$ cat src/hw/rtl/pi_current_controller_antiwindup_unit_assert.svh
// assertion helpers for the pi current controller
`ifndef PI_CURRENT_CONTROLLER_ANTIWINDUP_UNIT_ASSERT_SVH
`define PI_CURRENT_CONTROLLER_ANTIWINDUP_UNIT_ASSERT_SVH

`ifndef SYNTHESIS

// check on every clock edge outside reset
`define PICC_ASSERT_CLK(label, prop) \
    label: assert property (@(posedge i_clk) disable iff (!i_rst_n) prop) \
        else $error("assertion failed: %m");

// check on every clock edge, reset included
`define PICC_ASSERT_RST(label, prop) \
    label: assert property (@(posedge i_clk) prop) \
        else $error("assertion failed: %m");

`else

`define PICC_ASSERT_CLK(label, prop)
`define PICC_ASSERT_RST(label, prop)

`endif

`endif

$ cat src/hw/rtl/picc_pkg.sv
`timescale 1ns / 1ps

package picc_pkg;

    // shared multiplier operand and product widths
    localparam int MUL_W   = 32;
    localparam int PROD_W  = 2 * MUL_W;

    // datapath widths
    localparam int SMP_W   = 16;  // q5.10 samples
    localparam int E_W     = 17;  // error, signed
    localparam int U_W     = 59;  // unclamped command, q.42
    localparam int DMAG_W  = 58;  // magnitude of clamp difference
    localparam int AW_W    = 60;  // anti-windup term magnitude
    localparam int ACC_W   = 62;  // integrator update sum
    localparam int INTEG_W = 48;  // integrator, q.42

    // configuration
    localparam int CFG_IDX_W  = 3;
    localparam int CFG_DATA_W = 32;

    typedef logic [CFG_IDX_W-1:0] t_cfg_idx;

    localparam t_cfg_idx CFG_KP     = 3'd0;
    localparam t_cfg_idx CFG_KI_TS  = 3'd1;
    localparam t_cfg_idx CFG_KAW_TS = 3'd2;
    localparam t_cfg_idx CFG_VMAX   = 3'd3;
    localparam t_cfg_idx CFG_IMIN   = 3'd4;

    localparam logic [15:0] KP_RST     = 16'd2560;
    localparam logic [31:0] KI_TS_RST  = 32'd4295;
    localparam logic [31:0] KAW_TS_RST = 32'd0;
    localparam logic [14:0] VMAX_RST   = 15'd12288;
    localparam logic [14:0] IMIN_RST   = 15'd31;

    typedef struct packed {
        logic [MUL_W-1:0] a;
        logic [MUL_W-1:0] b;
    } t_mul_req;

endpackage

$ cat src/hw/rtl/picc_mul.sv
`timescale 1ns / 1ps

module picc_mul
    import picc_pkg::*;
(
    input  logic              i_clk,
    input  t_mul_req          i_req,
    output logic [PROD_W-1:0] o_prod
);

    logic [PROD_W-1:0] r_prod;

    // unsigned 32x32 product, registered
    always_ff @(posedge i_clk) begin
        r_prod <= PROD_W'(i_req.a) * PROD_W'(i_req.b);
    end

    assign o_prod = r_prod;

endmodule

$ cat src/hw/rtl/pi_current_controller_antiwindup_unit.sv
`timescale 1ns / 1ps
// pi current controller with back-calculation anti-windup
// sequence: error check, kp*e, ki*e, clamp, two kaw partial products, sum, integrator
//   update, output; the deadband path skips to output; a new sample is taken only when idle;
//   a stalled output beat holds the sequencer in its output state; the single shared
//   32x32 multiplier forms kp*e, ki*e and two kaw partial products in turn
// reset: synchronous active low; integrator cleared, gains and limits to defaults
`include "pi_current_controller_antiwindup_unit_assert.svh"

module pi_current_controller_antiwindup_unit
    import picc_pkg::*;
(
    input  logic                  i_clk,
    input  logic                  i_rst_n,
    // configuration write port
    input  logic                  i_cfg_wr_en,
    input  t_cfg_idx              i_cfg_idx,
    input  logic [CFG_DATA_W-1:0] i_cfg_wdata,
    // input samples
    input  logic                  s_axis_tvalid,
    output logic                  s_axis_tready,
    input  logic [31:0]           s_axis_tdata,  // [15:0] current_ref, [31:16] current_meas
    // voltage commands
    output logic                  m_axis_tvalid,
    input  logic                  m_axis_tready,
    output logic [15:0]           m_axis_tdata,  // [15:0] voltage_cmd
    output logic [1:0]            m_axis_tuser   // [0] clamped, [1] deadband
);

    localparam logic [3:0] ST_IDLE = 4'd0;
    localparam logic [3:0] ST_CHK  = 4'd1;
    localparam logic [3:0] ST_MKP  = 4'd2;
    localparam logic [3:0] ST_U    = 4'd3;
    localparam logic [3:0] ST_CLP  = 4'd4;
    localparam logic [3:0] ST_AWLO = 4'd5;
    localparam logic [3:0] ST_AWHI = 4'd6;
    localparam logic [3:0] ST_AWS  = 4'd7;
    localparam logic [3:0] ST_INT  = 4'd8;
    localparam logic [3:0] ST_OUT  = 4'd9;

    // configuration registers
    logic [15:0] r_kp;
    logic [31:0] r_ki;
    logic [31:0] r_kaw;
    logic [14:0] r_vmax;
    logic [14:0] r_imin;

    // control
    logic [3:0] r_state;
    logic       r_out_valid;

    // datapath
    logic signed [SMP_W-1:0]   r_ref;
    logic signed [SMP_W-1:0]   r_meas;
    logic [E_W-1:0]            r_emag;
    logic                      r_e_neg;
    logic signed [U_W-1:0]     r_u;
    logic signed [U_W-1:0]     r_us;
    logic [DMAG_W-1:0]         r_dmag;
    logic                      r_d_neg;
    logic signed [ACC_W-1:0]   r_acc;
    logic [AW_W-1:0]           r_aw;
    logic signed [INTEG_W-1:0] r_integ;
    logic [15:0]               r_v;
    logic                      r_clip;
    logic                      r_db;
    logic [15:0]               r_out_v;
    logic                      r_out_clip;
    logic                      r_out_db;

    t_mul_req          mul_req;
    logic [PROD_W-1:0] prod;

    logic                      in_beat;
    logic                      out_free;
    logic signed [E_W-1:0]     e;
    logic signed [E_W-1:0]     ref_x;
    logic [E_W-1:0]            ref_mag;
    logic signed [U_W-1:0]     kpe;
    logic signed [U_W-1:0]     bound;
    logic signed [U_W-1:0]     us;
    logic signed [U_W-1:0]     d;
    logic signed [ACC_W-1:0]   kie;
    logic signed [ACC_W-1:0]   aw_s;
    logic signed [ACC_W-1:0]   nxt;
    logic signed [INTEG_W-1:0] nxt_sat;
    logic signed [U_W-1:0]     rnd;
    logic                      clip;

    assign in_beat       = s_axis_tvalid && s_axis_tready;
    assign s_axis_tready = (r_state == ST_IDLE);
    assign out_free      = !r_out_valid || m_axis_tready;

    // configuration writes
    always_ff @(posedge i_clk) begin
        if (!i_rst_n) begin
            r_kp   <= KP_RST;
            r_ki   <= KI_TS_RST;
            r_kaw  <= KAW_TS_RST;
            r_vmax <= VMAX_RST;
            r_imin <= IMIN_RST;
        end else if (i_cfg_wr_en) begin
            case (i_cfg_idx)
                CFG_KP:     r_kp   <= i_cfg_wdata[15:0];
                CFG_KI_TS:  r_ki   <= i_cfg_wdata;
                CFG_KAW_TS: r_kaw  <= i_cfg_wdata;
                CFG_VMAX:   r_vmax <= i_cfg_wdata[14:0];
                CFG_IMIN:   r_imin <= i_cfg_wdata[14:0];
                default: ;
            endcase
        end
    end

    // multiplier operand select
    always_comb begin
        mul_req = '0;
        case (r_state)
            ST_MKP: begin
                mul_req.a = {16'd0, r_kp};
                mul_req.b = {{(MUL_W-E_W){1'b0}}, r_emag};
            end
            ST_U: begin
                mul_req.a = r_ki;
                mul_req.b = {{(MUL_W-E_W){1'b0}}, r_emag};
            end
            ST_AWLO: begin
                mul_req.a = r_kaw;
                mul_req.b = r_dmag[MUL_W-1:0];
            end
            ST_AWHI: begin
                mul_req.a = r_kaw;
                mul_req.b = {{(2*MUL_W-DMAG_W){1'b0}}, r_dmag[DMAG_W-1:MUL_W]};
            end
            default: ;
        endcase
    end

    picc_mul u_mul (
        .i_clk  (i_clk),
        .i_req  (mul_req),
        .o_prod (prod)
    );

    // per-state arithmetic
    always_comb begin
        // error and deadband test
        e       = E_W'(r_ref) - E_W'(r_meas);
        ref_x   = E_W'(r_ref);
        ref_mag = ref_x[E_W-1] ? E_W'(-ref_x) : E_W'(ref_x);

        // kp*e moved to q.42, plus integrator
        kpe = $signed({3'd0, prod[MUL_W-1:0], 24'd0});
        if (r_e_neg) begin
            kpe = -kpe;
        end

        // clamp against vmax in q.42
        bound = $signed({12'd0, r_vmax, 32'd0});
        us    = r_u;
        clip  = 1'b0;
        if (r_u > bound) begin
            us   = bound;
            clip = 1'b1;
        end else if (r_u < -bound) begin
            us   = -bound;
            clip = 1'b1;
        end
        d = us - r_u;

        // ki*e term
        kie = $signed({13'd0, prod[48:0]});
        if (r_e_neg) begin
            kie = -kie;
        end

        // integrator update with saturation
        aw_s = $signed({2'd0, r_aw});
        if (r_d_neg) begin
            aw_s = -aw_s;
        end
        nxt = r_acc + aw_s;
        if ((&nxt[ACC_W-1:INTEG_W-1]) || !(|nxt[ACC_W-1:INTEG_W-1])) begin
            nxt_sat = nxt[INTEG_W-1:0];
        end else if (nxt[ACC_W-1]) begin
            nxt_sat = {1'b1, {(INTEG_W-1){1'b0}}};
        end else begin
            nxt_sat = {1'b0, {(INTEG_W-1){1'b1}}};
        end

        // round q.42 to q.10, ties toward +inf
        rnd = r_us + $signed({{(U_W-32){1'b0}}, 1'b1, 31'd0});
    end

    // sequencer and datapath registers
    always_ff @(posedge i_clk) begin
        if (!i_rst_n) begin
            r_state <= ST_IDLE;
            r_integ <= '0;
        end else begin
            case (r_state)
                ST_IDLE: begin
                    if (in_beat) begin
                        r_ref   <= s_axis_tdata[15:0];
                        r_meas  <= s_axis_tdata[31:16];
                        r_state <= ST_CHK;
                    end
                end
                ST_CHK: begin
                    r_e_neg <= e[E_W-1];
                    r_emag  <= e[E_W-1] ? E_W'(-e) : E_W'(e);
                    if (ref_mag < {2'd0, r_imin}) begin
                        r_integ <= '0;
                        r_v     <= '0;
                        r_clip  <= 1'b0;
                        r_db    <= 1'b1;
                        r_state <= ST_OUT;
                    end else begin
                        r_db    <= 1'b0;
                        r_state <= ST_MKP;
                    end
                end
                ST_MKP: begin
                    r_state <= ST_U;
                end
                ST_U: begin
                    r_u     <= kpe + U_W'(r_integ);
                    r_state <= ST_CLP;
                end
                ST_CLP: begin
                    r_us    <= us;
                    r_clip  <= clip;
                    r_d_neg <= d[U_W-1];
                    r_dmag  <= d[U_W-1] ? DMAG_W'(-d) : DMAG_W'(d);
                    r_acc   <= ACC_W'(r_integ) + kie;
                    r_state <= ST_AWLO;
                end
                ST_AWLO: begin
                    r_state <= ST_AWHI;
                end
                ST_AWHI: begin
                    // low partial product keeps only its upper half
                    r_aw    <= {{(AW_W-MUL_W){1'b0}}, prod[PROD_W-1:MUL_W]};
                    r_state <= ST_AWS;
                end
                ST_AWS: begin
                    r_aw    <= r_aw + {{(AW_W-DMAG_W){1'b0}}, prod[DMAG_W-1:0]};
                    r_state <= ST_INT;
                end
                ST_INT: begin
                    r_integ <= nxt_sat;
                    r_v     <= rnd[47:32];
                    r_state <= ST_OUT;
                end
                ST_OUT: begin
                    if (out_free) begin
                        r_state <= ST_IDLE;
                    end
                end
                default: begin
                    r_state <= ST_IDLE;
                end
            endcase
        end
    end

    // output beat valid
    always_ff @(posedge i_clk) begin
        if (!i_rst_n) begin
            r_out_valid <= 1'b0;
        end else if ((r_state == ST_OUT) && out_free) begin
            r_out_valid <= 1'b1;
        end else if (m_axis_tvalid && m_axis_tready) begin
            r_out_valid <= 1'b0;
        end
    end

    // output beat payload
    always_ff @(posedge i_clk) begin
        if ((r_state == ST_OUT) && out_free) begin
            r_out_v    <= r_v;
            r_out_clip <= r_clip;
            r_out_db   <= r_db;
        end
    end

    assign m_axis_tvalid = r_out_valid;
    assign m_axis_tdata  = r_out_v;
    assign m_axis_tuser  = {r_out_db, r_out_clip};

    // checks
    `PICC_ASSERT_CLK(a_busy_after_beat, in_beat |=> !s_axis_tready)
    `PICC_ASSERT_CLK(a_deadband_zero,
        (m_axis_tvalid && m_axis_tuser[1]) |-> ((m_axis_tdata == 16'd0) && !m_axis_tuser[0]))
    `PICC_ASSERT_CLK(a_cmd_in_range,
        m_axis_tvalid |-> (($signed(m_axis_tdata) <= $signed({1'b0, r_vmax}))
            && ($signed(m_axis_tdata) >= -$signed({1'b0, r_vmax}))))
    `PICC_ASSERT_RST(a_integ_reset, !i_rst_n |=> (r_integ == '0))

endmodule
$ cat config.mk
export PLATFORM = sky130hd
export DESIGN_NAME = pi_current_controller_antiwindup_unit
export DESIGN_NICKNAME = d
export VERILOG_FILES = /design/src/hw/rtl/picc_pkg.sv /design/src/hw/rtl/picc_mul.sv /design/src/hw/rtl/pi_current_controller_antiwindup_unit.sv
export VERILOG_INCLUDE_DIRS = /design/src /design/src/hw/rtl
export SDC_FILE = /design/constraint.sdc
export NUM_CORES = 2
export LEC_CHECK = 0
export BUFFER_PORTS_ARGS = -buffer_cell sky130_fd_sc_hd__buf_2
export CORE_ASPECT_RATIO = 0.5
export CORE_MARGIN = 2
export CORE_UTILIZATION = 40
export CTS_BUF_LIST = sky130_fd_sc_hd__clkbuf_16
export CTS_CLUSTER_SIZE = 28
export DETAILED_ROUTE_END_ITERATION = 6
export MAX_ROUTING_LAYER = met4
export REMOVE_ABC_BUFFERS = 1
export SYNTH_ARGS = -nofsm -noshare
export SYNTH_HDL_FRONTEND = slang
export SYNTH_SLANG_ARGS = --single-unit
$ cat constraint.sdc
create_clock -name i_clk -period 9.7 [get_ports i_clk]
set_input_delay 2.425 -clock i_clk [delete_from_list [all_inputs] [get_ports i_clk]]
set_output_delay 2.425 -clock i_clk [all_outputs]
set_load 0.01 [all_outputs]
==> flow_summary.toml <==
[die]
die_w_um = 611
io_pins = 92
rows = 111
start_util_pct = 40.2
die_h_um = 307
core_region_area_um2 = 183000
die_area_um2 = 188000

[power_and_ir_drop]
clkPwrFrac_pct = 38.2
ir_worst_vdd_v = 0.000145
switching_share_pct = 30.0
p_comb_share_pct = 18.5
p_leak_uw = 0.0376
pwr-share-seq_pct = 43.4
p_int_uw = 4360
p_per_area_nw_per_um2 = 75.8
switchingPower_uw = 1870

[layout]
nNetsFinal = 10200
areaGrowthSynthToFinish_pct = 11.7
fin_util_pct = 44.9
drive_gt1_share_pct = 9.02
final_area_um2 = 82200

[clocking]
clock_path_buffers = 3
cts_buffers = 59
clk_pin_slew_worst_paths_ps = 60
clk-insertion-delay-late_ps = 720
cts.htree.levels = 2
root_buffer = "clkbuf_16"
cts_tree = "yes"
cts_hold_buf = 0
cts_sinks = 570

[sta]
rsz0062_at_grt = "true"
drv_slew = 0
hold_viol_final = 0
fin_skew_ps = 53.2
relSlewSlack_pct = 23.2
worst_pin_slew_ps = 1140
fmax_mhz = 106
finalCriticalPeriod_ps = 9430
setup_viol = 0
finalCritPeriodShare_pct = 97.2

[critical_path]
arrival_ps = 10000
critPathKind = "reg -> reg"
rrSetupSlack_ps = 270
cpMostUsedCell = "fa_1"
startpoint_type = "register"
timing.rr.end = "u_mul.o_prod[61]$_DFF_P_"
worstPathRequired_ps = 10270
cp_slowest_stage_delay_ps = 580
crit_path_end_kind = "register"
slowest_stage = "fa_1"
ff2ff_path_depth = 36
r2r-start = "r_state[2]$_SDFFE_PN0P_"
cp_max_fo = 13

[drt]
drcViolationCount = 14
drt_wl_total_mm = 266
vias = 62400
wl_per_cell_um = 23.9
first_pass_iters = 7
vias_per_cell = 5.61
first_iter_violations = 6643
postRouteAntennaNets = 0

[place]
port_buffers = 91
post-dp-hpwl_mm = 222
gp_congestion = 1.05
dpl_cell_area_um2 = 79700

[worst_hold_path]
whs_path_depth = 0
min_path_type = "reg -> reg"
whs_endpoint = "m_axis_tdata[10]$_DFFE_PP_"
hp-start = "r_v[10]$_SDFFCE_PN0P_"

[grt]
grt_antenna_before_repair = 15
grt_pass1_wl_mm = 395
grtUsageTotal_pct = 29.1
overflow = 0
grt_max_degree = 102
grt_pass1_vias = 60300

[logic_synthesis]
synth_most_common_cell = "inv_1"
yosysTopAreaCell = "fa_1"
ys_seq_area_share_pct = 20.2
synthTopCellsByCount = "inv_1 (1152), nand2_1 (1047), fa_1 (902)"
ys_types = 90
ys.warnings.count = 0
synth_area_um2 = 73600
synthFlopType = "edfxtp_1"
ys_ff_latch = 570
async_flop_share_pct = 0
synth_cells = 8419
synth_top_area_share_pct = 24.5
synth_top_cells_by_area = "fa_1 (25%), edfxtp_1 (14%), ha_1 (10%)"
synth_area_per_cell_um2 = 8.74
synth_edf_count = 343

[flow_run]
drv_cap = 0

[outcome]
status = "finished with violations"
violations = "DRC"
-- worst max-delay path by stage --
stage,from,endpoint,slack [ps],cells past startpoint
after CTS,r_state[1]$_SDFFE_PN0P_,u_mul.o_prod[61]$_DFF_P_,70,36
final,r_state[2]$_SDFFE_PN0P_,u_mul.o_prod[61]$_DFF_P_,270,36
after global placement,r_state[2]$_SDFFE_PN0P_,u_mul.o_prod[58]$_DFF_P_,-230,38
after floorplan,r_state[1]$_SDFFE_PN0P_,u_mul.o_prod[58]$_DFF_P_,-2750,30
after global routing,r_state[2]$_SDFFE_PN0P_,u_mul.o_prod[61]$_DFF_P_,-110,36
after detailed placement,r_state[3]$_SDFFE_PN0P_,u_mul.o_prod[58]$_DFF_P_,-190,37
-- per-layer routing --
metal | global-route usage (%) | part of all wire (%) | up-vias | wire length (µm)
li1 | - | - | 28300 | -
met1 | 42.1 | 46 | 30900 | 122000
met2 | 40.6 | 40 | 2681 | 108000
met3 | 6.45 | 10 | 431 | 27700
met4 | 8.23 | 3.4 | 0 | 9150
met5 | - | 0 | - | 0
-- sequential cells by signal, summed over array words and instances (netlist names), 4 cells and up --
| register | flops |
|---|---|
| m_axis_tdata | 16 |
| r_acc | 62 |
| r_aw | 60 |
| r_dmag | 58 |
| r_emag | 17 |
| r_imin | 15 |
| r_integ | 48 |
| r_kaw | 32 |
| r_ki | 32 |
| r_kp | 16 |
| r_meas | 16 |
| r_ref | 16 |
| r_state | 4 |
| r_u | 59 |
| r_us | 17 |
| r_v | 16 |
| r_vmax | 15 |
| u_mul.o_prod | 64 |
-- through the flow --
step	TNS (ps)	total power [µW]	worst slack [ps]	hold slack [ps]	cells
after floorplan	-109890	3410	-2750	400	8022
after detailed placement	-936	3870	-194	406	11000
after CTS	0	6250	66.3	422	11100
after global placement	-1020	3860	-229	403	11000
after global routing	-256	6440	-113	419	11100
final	0	6230	270	419	11100
-- what timing repair did --
item / CTS / global route
pin swaps: 4 / 51
buffers inserted: 5 / 5
gates cloned: 0 / 1
endpoints found under the setup margin: 10 / 49
endpoints found under the hold margin: 0 / 0
gates resized for setup: 13 / 69
-- critical path: cells and delay by family (launching register included) --
family	cells	cell delay, ps
buffers and inverters	10	1370
xor gates and xnor gates	1	140
adders and majority gates	9	4480
AOI/OAI and AO/OA	10	2330
and+or+nand+nor	6	620
DFF	1	350
-- area by class of cell --
| class | count | area, µm² |
|---|---|---|
| inverters | 1152 | 4330 |
| clock inverters | 51 | 438 |
| repair buffers | 545 | 4590 |
| diodes | 18 | 45.0 |
| flip-flops and latches | 570 | 14900 |
| multi-input cells | 6300 | 53400 |
| clock buffers | 61 | 1530 |
| fillers | 18000 | 101000 |
| well taps | 2429 | 3040 |
-- kinds of logic after synthesis --
| family | synth area share (%) |
|---|---|
| AO/OA/AOI/OAI | 14.4 |
| flip-flops | 20.2 |
| adder cells (fa/ha/maj) | 35.0 |
| multiplexers | 0.168 |
| XOR/XNOR | 6.34 |
| AND/OR/NAND/NOR | 16.0 |
| buffers and inverters | 7.91 |
-- power by group through the flow --
stage | Clock [µW] | Sequential [µW] | Combinational [µW]
2_1_floorplan | 0 | 2730 | 674
3_3_place_gp | 0 | 2750 | 1110
3_5_place_dp | 0 | 2750 | 1110
4_1_cts | 2420 | 2700 | 1120
5_1_grt | 2500 | 2710 | 1230
6_report | 2380 | 2700 | 1150
-- layout by cell type, fill, tap and decap left out, types with 53 or more instances in the layout --
| master | netlist | final |
|---|---|---|
| nor2_1 | 894 | 888 |
| buf_2 | 3 | 90 |
| nand2b_1 | 74 | 74 |
| a221o_1 | 54 | 54 |
| a21o_1 | 222 | 222 |
| fa_1 | 902 | 895 |
| o31ai_1 | 60 | 60 |
| clkbuf_16 | 0 | 62 |
| edfxtp_1 | 343 | 343 |
| nand4_1 | 75 | 75 |
| ha_1 | 614 | 607 |
| buf_4 | 2 | 395 |
| xor2_1 | 161 | 160 |
| a21oi_1 | 354 | 352 |
| nand3_1 | 95 | 93 |
| a21boi_0 | 110 | 110 |
| dfxtp_1 | 227 | 223 |
| o21ai_0 | 268 | 260 |
| buf_12 | 0 | 54 |
| xnor2_1 | 372 | 372 |
| and2_1 | 63 | 53 |
| and3_1 | 60 | 58 |
| nor3_1 | 103 | 100 |
| o21a_1 | 53 | 53 |
| nand2_1 | 1047 | 1046 |
| inv_1 | 1152 | 1160 |
(Power assumes the default switching activity.)
